$ cat config.mk
export PLATFORM = sky130hd
export DESIGN_NAME = i2c_register_access_master
export DESIGN_NICKNAME = d
export VERILOG_FILES = /design/src/hw/rtl/i2cra_pkg.sv /design/src/hw/rtl/i2c_register_access_master.sv /design/src/hw/rtl/i2cra_core.sv
export SDC_FILE = /design/constraint.sdc
export NUM_CORES = 1
export LEC_CHECK = 0
export ABC_AREA = 0
export BUFFER_PORTS_ARGS = -buffer_cell sky130_fd_sc_hd__buf_4
export CAP_MARGIN = 30
export CORE_ASPECT_RATIO = 2
export CORE_UTILIZATION = 30
export CTS_CLUSTER_DIAMETER = 30
export DETAILED_ROUTE_END_ITERATION = 16
export PLACE_DENSITY = 0.58
export RECOVER_POWER = 50
export SETUP_SLACK_MARGIN = 0.05
export SLEW_MARGIN = 40
export SYNTH_ARGS = -nofsm -noshare
export SYNTH_HDL_FRONTEND = slang
export SYNTH_SLANG_ARGS = --single-unit
$ cat constraint.sdc
create_clock -name clk -period 3 [get_ports clk]
set_input_delay 0.3 -clock clk [delete_from_list [all_inputs] [get_ports clk]]
set_output_delay 0.3 -clock clk [all_outputs]
set_load 0.01 [all_outputs]
$ cat src/hw/rtl/i2cra_pkg.sv
// Types, codes and constants of the I2C register access master.
// Used by i2cra_core and i2c_register_access_master; no dependencies.
package i2cra_pkg;

	localparam int MAX_BURST = 8;
	localparam int BURST_W   = $clog2(MAX_BURST + 1);

	typedef logic [BURST_W-1:0] burst_t;

	localparam logic [6:0] DEV_ADDR_RESET = 7'd83;
	localparam logic [3:0] DATA_BITS      = 4'd8;

	localparam logic [1:0] FUNC_WRITE = 2'd0;
	localparam logic [1:0] FUNC_READ  = 2'd1;
	localparam logic [1:0] FUNC_BURST = 2'd2;

	typedef enum logic [4:0] {
		ST_IDLE      = 5'd0,
		ST_START     = 5'd1,
		ST_RESTART   = 5'd2,
		ST_TX_ADDR_W = 5'd3,
		ST_TX_REG    = 5'd4,
		ST_TX_DATA   = 5'd5,
		ST_TX_ADDR_R = 5'd6,
		ST_RX        = 5'd7,
		ST_STOP      = 5'd8
	} step_t;

	typedef struct packed {
		logic       cmd_valid;
		logic [1:0] func;
		logic [7:0] reg_addr;
		logic [7:0] write_data;
		logic [3:0] burst_count;
		logic       sda_sample;
	} tick_t;

	typedef struct packed {
		logic       scl_level;
		logic       sda_pull_low;
		logic       busy_res;
		logic       read_valid;
		logic [7:0] read_data;
		logic       read_last;
		logic       nak_seen;
	} res_t;

endpackage

$ cat src/hw/rtl/i2c_register_access_master.sv
// Top level of the I2C register access master.
// Depends on i2cra_pkg and i2cra_core.
//
// Usage: every input item is one bus phase tick from a prescaler. It carries
// a command offer (cmd_valid, func, reg_addr, write_data, burst_count), taken
// only while no command is running, and the sampled SDA level. For each input
// item the block returns exactly one output item with the SCL and SDA pin
// levels to drive for that tick, busy_res, a received byte with read_valid and
// read_last, and the sticky NAK flag of the current or last command.
// The output item comes in the cycle after input accept; one item per
// cycle is sustained, set by the single step of the sequencer state between
// the input and the output register. The output register lets a new item in
// whenever it is empty or being taken in the same cycle; while the receiver
// stalls, in_ready drops and the sequencer holds its state.
// The target address is written on the cfg channel, which is always ready;
// it must only be written while the block is idle.
// Reset clears the sequencer to idle, empties the output register and sets
// the target address to 83.
module i2c_register_access_master (
	input  logic       clk,
	input  logic       arst_n,
	input  logic       cfg_valid,
	output logic       cfg_ready,
	input  logic [6:0] cfg_data,
	input  logic       in_valid,
	output logic       in_ready,
	input  logic       cmd_valid,
	input  logic [1:0] func,
	input  logic [7:0] reg_addr,
	input  logic [7:0] write_data,
	input  logic [3:0] burst_count,
	input  logic       sda_sample,
	output logic       out_valid,
	input  logic       out_ready,
	output logic       scl_level,
	output logic       sda_pull_low,
	output logic       busy_res,
	output logic       read_valid,
	output logic [7:0] read_data,
	output logic       read_last,
	output logic       nak_seen
);

	logic [6:0]       dev_addr_bits_q;
	logic             out_valid_q;
	logic             step_en;
	i2cra_pkg::tick_t tick;
	i2cra_pkg::res_t  res;
	i2cra_pkg::res_t  res_q;

	assign cfg_ready = 1'b1;
	assign in_ready  = !out_valid_q || out_ready;
	assign step_en   = in_valid && in_ready;

	assign tick.cmd_valid   = cmd_valid;
	assign tick.func        = func;
	assign tick.reg_addr    = reg_addr;
	assign tick.write_data  = write_data;
	assign tick.burst_count = burst_count;
	assign tick.sda_sample  = sda_sample;

	always_ff @(posedge clk or negedge arst_n) begin
		if (!arst_n) begin
			dev_addr_bits_q <= i2cra_pkg::DEV_ADDR_RESET;
		end else if (cfg_valid && cfg_ready) begin
			dev_addr_bits_q <= cfg_data;
		end
	end

	i2cra_core u_core (
		.clk      (clk),
		.arst_n   (arst_n),
		.step_en  (step_en),
		.tick     (tick),
		.dev_addr (dev_addr_bits_q),
		.res      (res)
	);

	always_ff @(posedge clk or negedge arst_n) begin
		if (!arst_n) begin
			out_valid_q <= 1'b0;
		end else if (step_en) begin
			out_valid_q <= 1'b1;
		end else if (out_ready) begin
			out_valid_q <= 1'b0;
		end
	end

	always_ff @(posedge clk) begin
		if (step_en) begin
			res_q <= res;
		end
	end

	assign out_valid    = out_valid_q;
	assign scl_level    = res_q.scl_level;
	assign sda_pull_low = res_q.sda_pull_low;
	assign busy_res     = res_q.busy_res;
	assign read_valid   = res_q.read_valid;
	assign read_data    = res_q.read_data;
	assign read_last    = res_q.read_last;
	assign nak_seen     = res_q.nak_seen;

endmodule

$ cat src/hw/rtl/i2cra_core.sv
// Bus sequencer of the I2C register access master: one phase tick per step.
// Depends on i2cra_pkg.
module i2cra_core (
	input  logic              clk,
	input  logic              arst_n,
	input  logic              step_en,
	input  i2cra_pkg::tick_t  tick,
	input  logic [6:0]        dev_addr,
	output i2cra_pkg::res_t   res
);

	i2cra_pkg::step_t  step_q, step_e, step_n;
	logic [1:0]        phase_q, phase_e, phase_n;
	logic [3:0]        cnt_q, cnt_n;
	logic [7:0]        shift_q, shift_n;
	i2cra_pkg::burst_t left_q, left_e, left_n, left_dec;
	logic [1:0]        func_q, func_n;
	logic [7:0]        reg_q, reg_n;
	logic [7:0]        data_q, data_n;
	logic              nak_q, nak_e, nak_n;
	logic              take_cmd;
	logic [7:0]        addr_w;

	assign addr_w   = {dev_addr, 1'b0};
	assign take_cmd = (step_q == i2cra_pkg::ST_IDLE) && tick.cmd_valid &&
		(tick.func <= i2cra_pkg::FUNC_BURST);

	// A command taken this tick turns the tick into the first start phase.
	always_comb begin
		step_e  = step_q;
		phase_e = phase_q;
		left_e  = left_q;
		nak_e   = nak_q;
		func_n  = func_q;
		reg_n   = reg_q;
		data_n  = data_q;
		if (take_cmd) begin
			step_e  = i2cra_pkg::ST_START;
			phase_e = 2'd0;
			nak_e   = 1'b0;
			func_n  = tick.func;
			reg_n   = tick.reg_addr;
			data_n  = tick.write_data;
			if (tick.func != i2cra_pkg::FUNC_BURST) begin
				left_e = i2cra_pkg::burst_t'(1);
			end else if (tick.burst_count == 4'd0) begin
				left_e = i2cra_pkg::burst_t'(1);
			end else if (32'(tick.burst_count) > i2cra_pkg::MAX_BURST) begin
				left_e = i2cra_pkg::burst_t'(i2cra_pkg::MAX_BURST);
			end else begin
				left_e = i2cra_pkg::burst_t'(tick.burst_count);
			end
		end
	end

	assign left_dec = (left_e != '0) ? left_e - i2cra_pkg::burst_t'(1) : left_e;

	// Next state.
	always_comb begin
		step_n  = step_e;
		phase_n = phase_e;
		cnt_n   = cnt_q;
		shift_n = shift_q;
		left_n  = left_e;
		nak_n   = nak_e;
		case (step_e)
			i2cra_pkg::ST_IDLE: begin
			end
			i2cra_pkg::ST_START, i2cra_pkg::ST_RESTART: begin
				if (phase_e == 2'd3) begin
					phase_n = 2'd0;
					cnt_n   = 4'd0;
					if (step_e == i2cra_pkg::ST_START) begin
						step_n  = i2cra_pkg::ST_TX_ADDR_W;
						shift_n = addr_w;
					end else begin
						step_n  = i2cra_pkg::ST_TX_ADDR_R;
						shift_n = addr_w | 8'h01;
					end
				end else begin
					phase_n = phase_e + 2'd1;
				end
			end
			i2cra_pkg::ST_TX_ADDR_W, i2cra_pkg::ST_TX_REG,
			i2cra_pkg::ST_TX_DATA, i2cra_pkg::ST_TX_ADDR_R: begin
				if (cnt_q >= i2cra_pkg::DATA_BITS && phase_e == 2'd1 && tick.sda_sample) begin
					nak_n = 1'b1;
				end
				if (phase_e >= 2'd2) begin
					phase_n = 2'd0;
					if (cnt_q < i2cra_pkg::DATA_BITS) begin
						shift_n = {shift_q[6:0], 1'b0};
						cnt_n   = cnt_q + 4'd1;
					end else begin
						case (step_e)
							i2cra_pkg::ST_TX_ADDR_W: begin
								step_n  = i2cra_pkg::ST_TX_REG;
								shift_n = reg_q;
								cnt_n   = 4'd0;
							end
							i2cra_pkg::ST_TX_REG: begin
								if (func_q == i2cra_pkg::FUNC_WRITE) begin
									step_n  = i2cra_pkg::ST_TX_DATA;
									shift_n = data_q;
									cnt_n   = 4'd0;
								end else begin
									step_n = i2cra_pkg::ST_RESTART;
								end
							end
							i2cra_pkg::ST_TX_ADDR_R: begin
								step_n  = i2cra_pkg::ST_RX;
								shift_n = 8'h00;
								cnt_n   = 4'd0;
							end
							default: begin
								step_n = i2cra_pkg::ST_STOP;
							end
						endcase
					end
				end else begin
					phase_n = phase_e + 2'd1;
				end
			end
			i2cra_pkg::ST_RX: begin
				if (cnt_q < i2cra_pkg::DATA_BITS && phase_e == 2'd1) begin
					shift_n = {shift_q[6:0], tick.sda_sample};
				end
				if (phase_e >= 2'd2) begin
					phase_n = 2'd0;
					if (cnt_q < i2cra_pkg::DATA_BITS) begin
						cnt_n = cnt_q + 4'd1;
					end else begin
						left_n = left_dec;
						if (left_dec == '0) begin
							step_n = i2cra_pkg::ST_STOP;
						end else begin
							cnt_n   = 4'd0;
							shift_n = 8'h00;
						end
					end
				end else begin
					phase_n = phase_e + 2'd1;
				end
			end
			i2cra_pkg::ST_STOP: begin
				if (phase_e >= 2'd2) begin
					step_n  = i2cra_pkg::ST_IDLE;
					phase_n = 2'd0;
					cnt_n   = 4'd0;
				end else begin
					phase_n = phase_e + 2'd1;
				end
			end
			default: begin
				step_n  = i2cra_pkg::ST_IDLE;
				phase_n = 2'd0;
				cnt_n   = 4'd0;
			end
		endcase
	end

	// Pin levels and read item of this tick.
	always_comb begin
		res              = '0;
		res.scl_level    = 1'b1;
		res.busy_res     = 1'b1;
		res.nak_seen     = nak_n;
		case (step_e)
			i2cra_pkg::ST_IDLE: begin
				res.busy_res = 1'b0;
			end
			i2cra_pkg::ST_START, i2cra_pkg::ST_RESTART: begin
				res.scl_level    = (phase_e == 2'd1) || (phase_e == 2'd2);
				res.sda_pull_low = (phase_e >= 2'd2);
			end
			i2cra_pkg::ST_TX_ADDR_W, i2cra_pkg::ST_TX_REG,
			i2cra_pkg::ST_TX_DATA, i2cra_pkg::ST_TX_ADDR_R: begin
				res.scl_level = (phase_e == 2'd1);
				if (cnt_q < i2cra_pkg::DATA_BITS) begin
					res.sda_pull_low = !shift_q[7];
				end
			end
			i2cra_pkg::ST_RX: begin
				res.scl_level = (phase_e == 2'd1);
				if (cnt_q < i2cra_pkg::DATA_BITS) begin
					if (phase_e >= 2'd2 && cnt_q == i2cra_pkg::DATA_BITS - 4'd1) begin
						res.read_valid = 1'b1;
						res.read_data  = shift_q;
						res.read_last  = (left_e <= i2cra_pkg::burst_t'(1));
					end
				end else begin
					// Acknowledge every byte but the last one.
					res.sda_pull_low = (left_e > i2cra_pkg::burst_t'(1));
				end
			end
			i2cra_pkg::ST_STOP: begin
				res.scl_level    = (phase_e >= 2'd1);
				res.sda_pull_low = (phase_e < 2'd2);
			end
			default: begin
				res.busy_res = 1'b0;
			end
		endcase
	end

	always_ff @(posedge clk or negedge arst_n) begin
		if (!arst_n) begin
			step_q  <= i2cra_pkg::ST_IDLE;
			phase_q <= 2'd0;
			cnt_q   <= 4'd0;
			shift_q <= 8'h00;
			left_q  <= '0;
			func_q  <= 2'd0;
			reg_q   <= 8'h00;
			data_q  <= 8'h00;
			nak_q   <= 1'b0;
		end else if (step_en) begin
			step_q  <= step_n;
			phase_q <= phase_n;
			cnt_q   <= cnt_n;
			shift_q <= shift_n;
			left_q  <= left_n;
			func_q  <= func_n;
			reg_q   <= reg_n;
			data_q  <= data_n;
			nak_q   <= nak_n;
		end
	end

endmodule

---- Word-level counts from Yosys, hierarchy flattened ----
Index checks and enable logic that the tools add are counted.
storage, ports and cells
  register bits after elaboration ......... 64
  input bits .............................. 36
operators by class
  add/sub/neg operators ................... 3
  magnitude comparators ................... 9
  equal/unequal tests ..................... 21
  mux-type cells .......................... 55
  bitwise logic cells ..................... 1
  reduce and logical (&&, ||, !) cells .... 29
operators with widths
  operator                                                          number
  4-bit 2-to-1 mux                                                  16
  8-bit 2-to-1 mux                                                  8
  8-bit one-hot mux with 3 select lines                             2
  5-bit 2-to-1 mux                                                  8
  5-bit one-hot mux with 5 select lines                             1
  5-bit by 3-bit == test with 1-bit output (second input constant)  4
  4-bit one-hot mux with 5 select lines                             1
  5-bit one-hot mux with 3 select lines                             1
  5-bit by 2-bit == test with 1-bit output (second input constant)  2
  5-bit logical NOT                                                 2
  10-bit 2-to-1 mux                                                 1
  1-bit 2-to-1 mux                                                  9
  9-bit AND reduction                                               1
  4-bit logical NOT                                                 2
  2-bit by 1-bit != test with 1-bit output (second input constant)  4
  4-bit by 2-bit != test with 1-bit output (second input constant)  2
  2-bit one-hot mux with 4 select lines                             1
  4-bit one-hot mux with 2 select lines                             1
  8-bit OR reduction                                                1
  1-bit logical AND                                                 7
  2-bit 2-to-1 mux                                                  3
  3-bit 2-to-1 mux                                                  2
  2-bit one-hot mux with 3 select lines                             1
  6-bit AND reduction                                               1
  other kinds (32)                                                  37

---- Depth between registers and ports, before layout ----
  word-level depth ........................ 12
  gate-level depth with buffers ........... 15

---- Modules after synthesis ----
A second synthesis with hierarchy kept.
second synthesis, totals
  cell total of the unflattened synthesis .. 356
  area, all modules ....................... 3658.5 sq um
by module, submodules not included
  module                      times used  cells each  area an instance (sq um)  seq. area each (sq um)
  i2cra_core                  1           321         2886.5                    1051.0
  i2c_register_access_master  1           35          772.0                     625.6

---- Worst setup path before layout ----
OpenSTA, ideal clock, no wires.
  kind .................................... register to register
  start point ............................. register u_core.step_q[0]
  end point ............................... register u_core.shift_q[0]
  arrival time ............................ 2922 ps
  data required time ...................... 2920 ps
  setup slack ............................. -2 ps
  cell stages (with the launch flop) ...... 14
  path through ............................ dfrtp_1 -> nor4_4 -> and3_1 -> buf_6 -> mux2i_1 -> ha_1 -> buf_2 -> xnor2_1 -> a32oi_1 -> or2_2 -> a221oi_1 -> or2_1 -> buf_2 -> o2bb2ai_1
on the way
  longest elaborated chain between the ends .. 11
  elaborated cells between the ends (all ways) .. 39
RTL lines
  item                                                                 RTL line                              RTL
  from (decl)                                                          i2cra_core.sv:12                      i2cra_pkg::step_t step_q, step_e, step_n;
  from (signal assigned)                                               i2cra_core.sv:208                     step_q <= i2cra_pkg::ST_IDLE;
  from (signal assigned)                                               i2cra_core.sv:218                     step_q <= step_n;
  5-bit logical NOT                                                    i2cra_core.sv:25                      assign take_cmd = (step_q == i2cra_pkg::ST_IDLE) && tick.cmd_valid &&
  1-bit logical AND (2 in a row)                                       i2cra_core.sv:25
  4-bit 2-to-1 mux / 2-bit 2-to-1 mux (equally long branches)          i2cra_core.sv:37                      if (take_cmd) begin
  4-bit by 1-bit subtractor with 4-bit output (tied with other cells)  i2cra_core.sv:56                      assign left_dec = (left_e != '0) ? left_e - i2cra_pkg::burst_t'(1) : left_e;
  4-bit 2-to-1 mux / 1-bit logical AND (equally long branches)         i2cra_core.sv:56, i2cra_core.sv:125
  4-bit logical NOT / 8-bit 2-to-1 mux (equally long branches)         i2cra_core.sv:134, i2cra_core.sv:125
  8-bit 2-to-1 mux                                                     i2cra_core.sv:134                     if (left_dec == '0) begin
  8-bit 2-to-1 mux                                                     i2cra_core.sv:130                     if (cnt_q < i2cra_pkg::DATA_BITS) begin
  8-bit 2-to-1 mux                                                     i2cra_core.sv:128                     if (phase_e >= 2'd2) begin
  8-bit one-hot mux with 3 select lines                                i2cra_core.sv:66                      case (step_e)
  to (signal assigned)                                                 i2cra_core.sv:221                     shift_q <= shift_n;
  to (decl)                                                            i2cra_core.sv:15                      logic [7:0] shift_q, shift_n;
Parallel ways exist; a longest one is shown, timed or not. The select of a mux whose other input is x is not followed.
A chain may end at the register's enable or synchronous reset.

---- Worst setup path after layout ----
  start point ............................. register u_core.step_q[4]
  end point ............................... register u_core.shift_q[0]
The elaborated chain is that of the path after synthesis.

==> summary.md <==
| Metric | Value |
|---|---|
| FP Rows | 56 |
| Final setup TNS | 0 ps |
| Top cells by area, synth | dfrtp_1, edfxtp_1, mux2_2 |
| Clock Skew | 9.497 ps |
| Main synth FF type | dfrtp_1 |
| Pre-CTS setup slack | 35.48 ps |
| CTS Buffer Depth | 2 |
| Worst Setup Path Type | reg -> reg |
| Post-route non-filler standard cell count | 539 |
| Post-synthesis adder-cell area fraction | 0.02805 |
| Final ANT Viol Nets | 0 |
| DIE AREA | 12360 µm² |
| Total number of vias | 2853 |
| Mean Syn Cell Area | 10.95 µm² |
| Clk sink count | 64 |
| Cell family with most CP delay | simple AND/OR/NAND/NOR gates |
| GRT busiest layer | met2 |
| Core Box Area | 11630 µm² |
| HPWL Detailed | 7224 µm |
| P&R area growth vs syn | 24.16% |
| Wirelength, routed | 9450 µm |
| TritonRoute pass-1 iters | 4 |
| Grt met3 use | 0.03032 |
| Max Clk Rate | 0.3531 GHz |
| Synth Register Bits | 64 |
| Max incr delay on CP | 590 ps |
| Clock buffer count from CTS | 9 |
| Die H | 156.2 µm |
| Largest net degree at the start of global routing | 51 |
| Synthesized net count | 370 |
| Synth area leader | dfrtp_1 |
| H-tree levels | 3 |
| CP Capture Type | flip-flop |
| Starting density of the core | 0.3068 |
| Worst path slowest cell | a2111oi_0 |
| Hold_buf cts | 0 |
| Post-synthesis cell type count | 73 |
| Number of global-route vias before repair | 2878 |
| Synth Area in Compound Gates | 0.1823 |
| Worst slew pin tran | 1290 ps |
| Num ports | 53 |
| Minimum clock period | 2832 ps |
| Initial antenna violation count | 0 |
| Worst Path Arrival | 3040 ps |
| Clk_lat worst skew | 330 ps |
| Final layout net count | 433 |
| Die Width | 79.12 µm |
| CP Cell Sequence | nor4_4 > buf_4 > nand3_2 > buf_4 > nand2_1 > inv_1 > ha_1 > nand2_1 > nor4b_1 > a2111oi_0 > buf_4 > o2bb2ai_1 |
| Rel. slew slack | 0.1397 |
| Gr usage total | 0.1635 |
| Post-route setup slack | 167.8 ps |
| Peak VDD IR | 0.5025 mV |
| Mux share of post-synthesis cell area | 0.1020 |
| Finish-stage setup viols | 0 |
| Placed Cells | 523 |
| WP buf/inv | 4 |
| Congestion Overflow GR | 0 |
| Final Hold Fails | 0 |
| Number of synthesized flops with an enable pin | 14 |
| Post-synthesis simple-gate area fraction | 0.1732 |
| Synth Area in XOR/XNOR | 0.004909 |
| Via density | 5.293 |
| CTS tree | done |
| Drt wl/cell | 17.53 µm |
| RD Place Congestion | 0.8893 |
| Share of cells above drive strength 1 | 0.2944 |
| Post-synthesis sequential area ratio | 0.4698 |
| Req. time, crit path | 3210 ps |
| Critical path's most frequent cell | buf_4 |
| Yosys top cell area share | 0.3226 |
| Max Slew Vio Count | 0 |
| GRT met1 Usage | 0.1664 |
| Netlist Area Pre-Place | 3568 µm² |
| Crit start category | flip-flop |
| Initial drt markers | 141 |
| Max-cap violations | 0 |
| RSZ-0062 raised after global routing | false |
| Status | finished clean |
| CTS root buf | clkbuf_16 |
| Ys async rst share | 0.7813 |
| Leak | 1.866 nW |
| PortBufs | 51 |
| Yosys warning count | 0 |
| CP max FO | 6 |
| Drt drc | 0 |
| HP Class | in -> reg |
| Diodes inserted | 0 |
| Pwr Total | 3.483 mW |
| First-pass GRT wire length | 15040 µm |
| Largest family of logic cells by synthesized area | compound AO/OA/AOI/OAI gates |
| Clock slew at reported path FFs | 50 ps |
| Mapped Cells | 326 |
| Met2 usage | 0.2952 |
| Power per cell area | 786.2 nW/µm² |
| Final worst-path cycle share | 0.9441 |
path summary, 6_finish.rpt:
kind	startpoint	cells past startpoint	endpoint	slack [ps]
worst min-delay path	in_valid	2	out_valid	180
max in group asynchronous	arst_n	1	u_core.step_q[4]	1910
worst max register to register	u_core.step_q[4]	12	u_core.shift_q[0]	170
worst max-delay path	u_core.step_q[4]	12	u_core.shift_q[0]	170
worst min register to register	u_core.data_q[1]	1	u_core.data_q[1]	480
min in group asynchronous	arst_n	1	out_valid	230
what timing repair did:
item	4_1_cts	5_1_grt
endpoints found under the setup margin	8	10
gates resized for setup	1	3
hold endpoints to repair	0	0
buffers inserted	0	0
pin swaps	0	1
registers in the layout, indices dropped and copies added, names as in the netlist, 2 cells and up:
register and cells:
dev_addr_bits_q 7, read_data 8, u_core.step_q 5, u_core.func_q 2
u_core.cnt_q 4, u_core.reg_q 8, u_core.shift_q 8, u_core.data_q 8
u_core.left_q 4, u_core.phase_q 2
per-stage QoR:
| step | util | cell area (µm²) | hold slack [ps] |
|---|---|---|---|
| floorplan | - | 3586 | 4.409 |
| global placement | 0.3604 | 4192 | 372.6 |
| detailed placement | 0.3604 | 4192 | 370.9 |
| CTS | 0.3851 | 4479 | 21.79 |
| global route | 0.3809 | 4431 | 178.2 |
| finish | 0.3809 | 4431 | 182.1 |
cell type report:
type,count,area [µm²]
flip-flops and latches,64,1678
inverters,11,41.29
clock inverters,5,31.28
clock buffers,11,254.0
multi-input cells,233,1774
fillers,1219,7201
repair buffers,70,470.5
well taps,145,181.4
worst reg2reg max path, delay by kind of cell (launching register included):
| kind | cells | cell delay (ps) |
|---|---|---|
| AO/OA/AOI/OAI | 2 | 650 |
| adder cells (fa/ha/maj) | 1 | 250 |
| buffers and inverters | 4 | 660 |
| flip-flops | 1 | 450 |
| AND/OR/NAND/NOR | 5 | 700 |
routing by layer:
layer  vias up  share of wire
li1       1339              -
met5         -              0
met4         0          0.049
met3        24          0.032
met2        78           0.55
met1      1412           0.37
cells by family (layout without fill, tap and decap cells):
kind of cell               count (synthesis)  count (layout)
and+or+nand+nor                          104             104
xor gates and xnor gates                   2               2
other                                      1               1
buffers and inverters                     29              97
muxes                                     32              32
adders and majority gates                  8               8
AOI/OAI and AO/OA                         86              86
DFF                                       64              64
Yosys cell counts, types with 2 or more instances:
library cell / count
dfrtp_1: 46
nand2_1: 27
mux2_2: 17
nor2_1: 17
a21oi_1: 16
edfxtp_1: 14
mux2_1: 12
and2_1: 11
inv_1: 11
o21ai_0: 10
a22o_1: 9
a221oi_1: 8
buf_2: 8
ha_1: 8
o2bb2ai_1: 8
clkbuf_1: 6
nor3_1: 6
nand2b_1: 5
nand3_1: 5
o21ai_1: 5
dfstp_2: 4
nand3b_1: 4
and3_1: 3
buf_4: 3
nor2_2: 3
nor4_4: 3
or2_1: 3
a21o_1: 2
a31oi_1: 2
a32o_1: 2
mux2i_2: 2
nand3_2: 2
nor2b_1: 2
o22ai_1: 2
o31ai_1: 2
power by group:
group | switching, mW | internal [mW] | total, mW | leakage [nW]
registers | 0.157 | 1.14 | 1.29 | 0.758
clock network | 0.377 | 0.606 | 0.982 | 0.140
logic | 0.675 | 0.533 | 1.21 | 0.968
cells in the final DEF (no fill, tap or decap), drive strengths merged, types with 5 or more instances in the layout:
master,count
buf,55
dfrtp,46
mux2,29
nand2,27
clkbuf,26
nor2,20
a21oi,17
o21ai,15
edfxtp,14
inv,11
and2,11
a22o,9
a221oi,8
o2bb2ai,8
ha,8
nor3,7
nand3,7
nand2b,5
No activity file was read; power rests on OpenSTA's default activity.
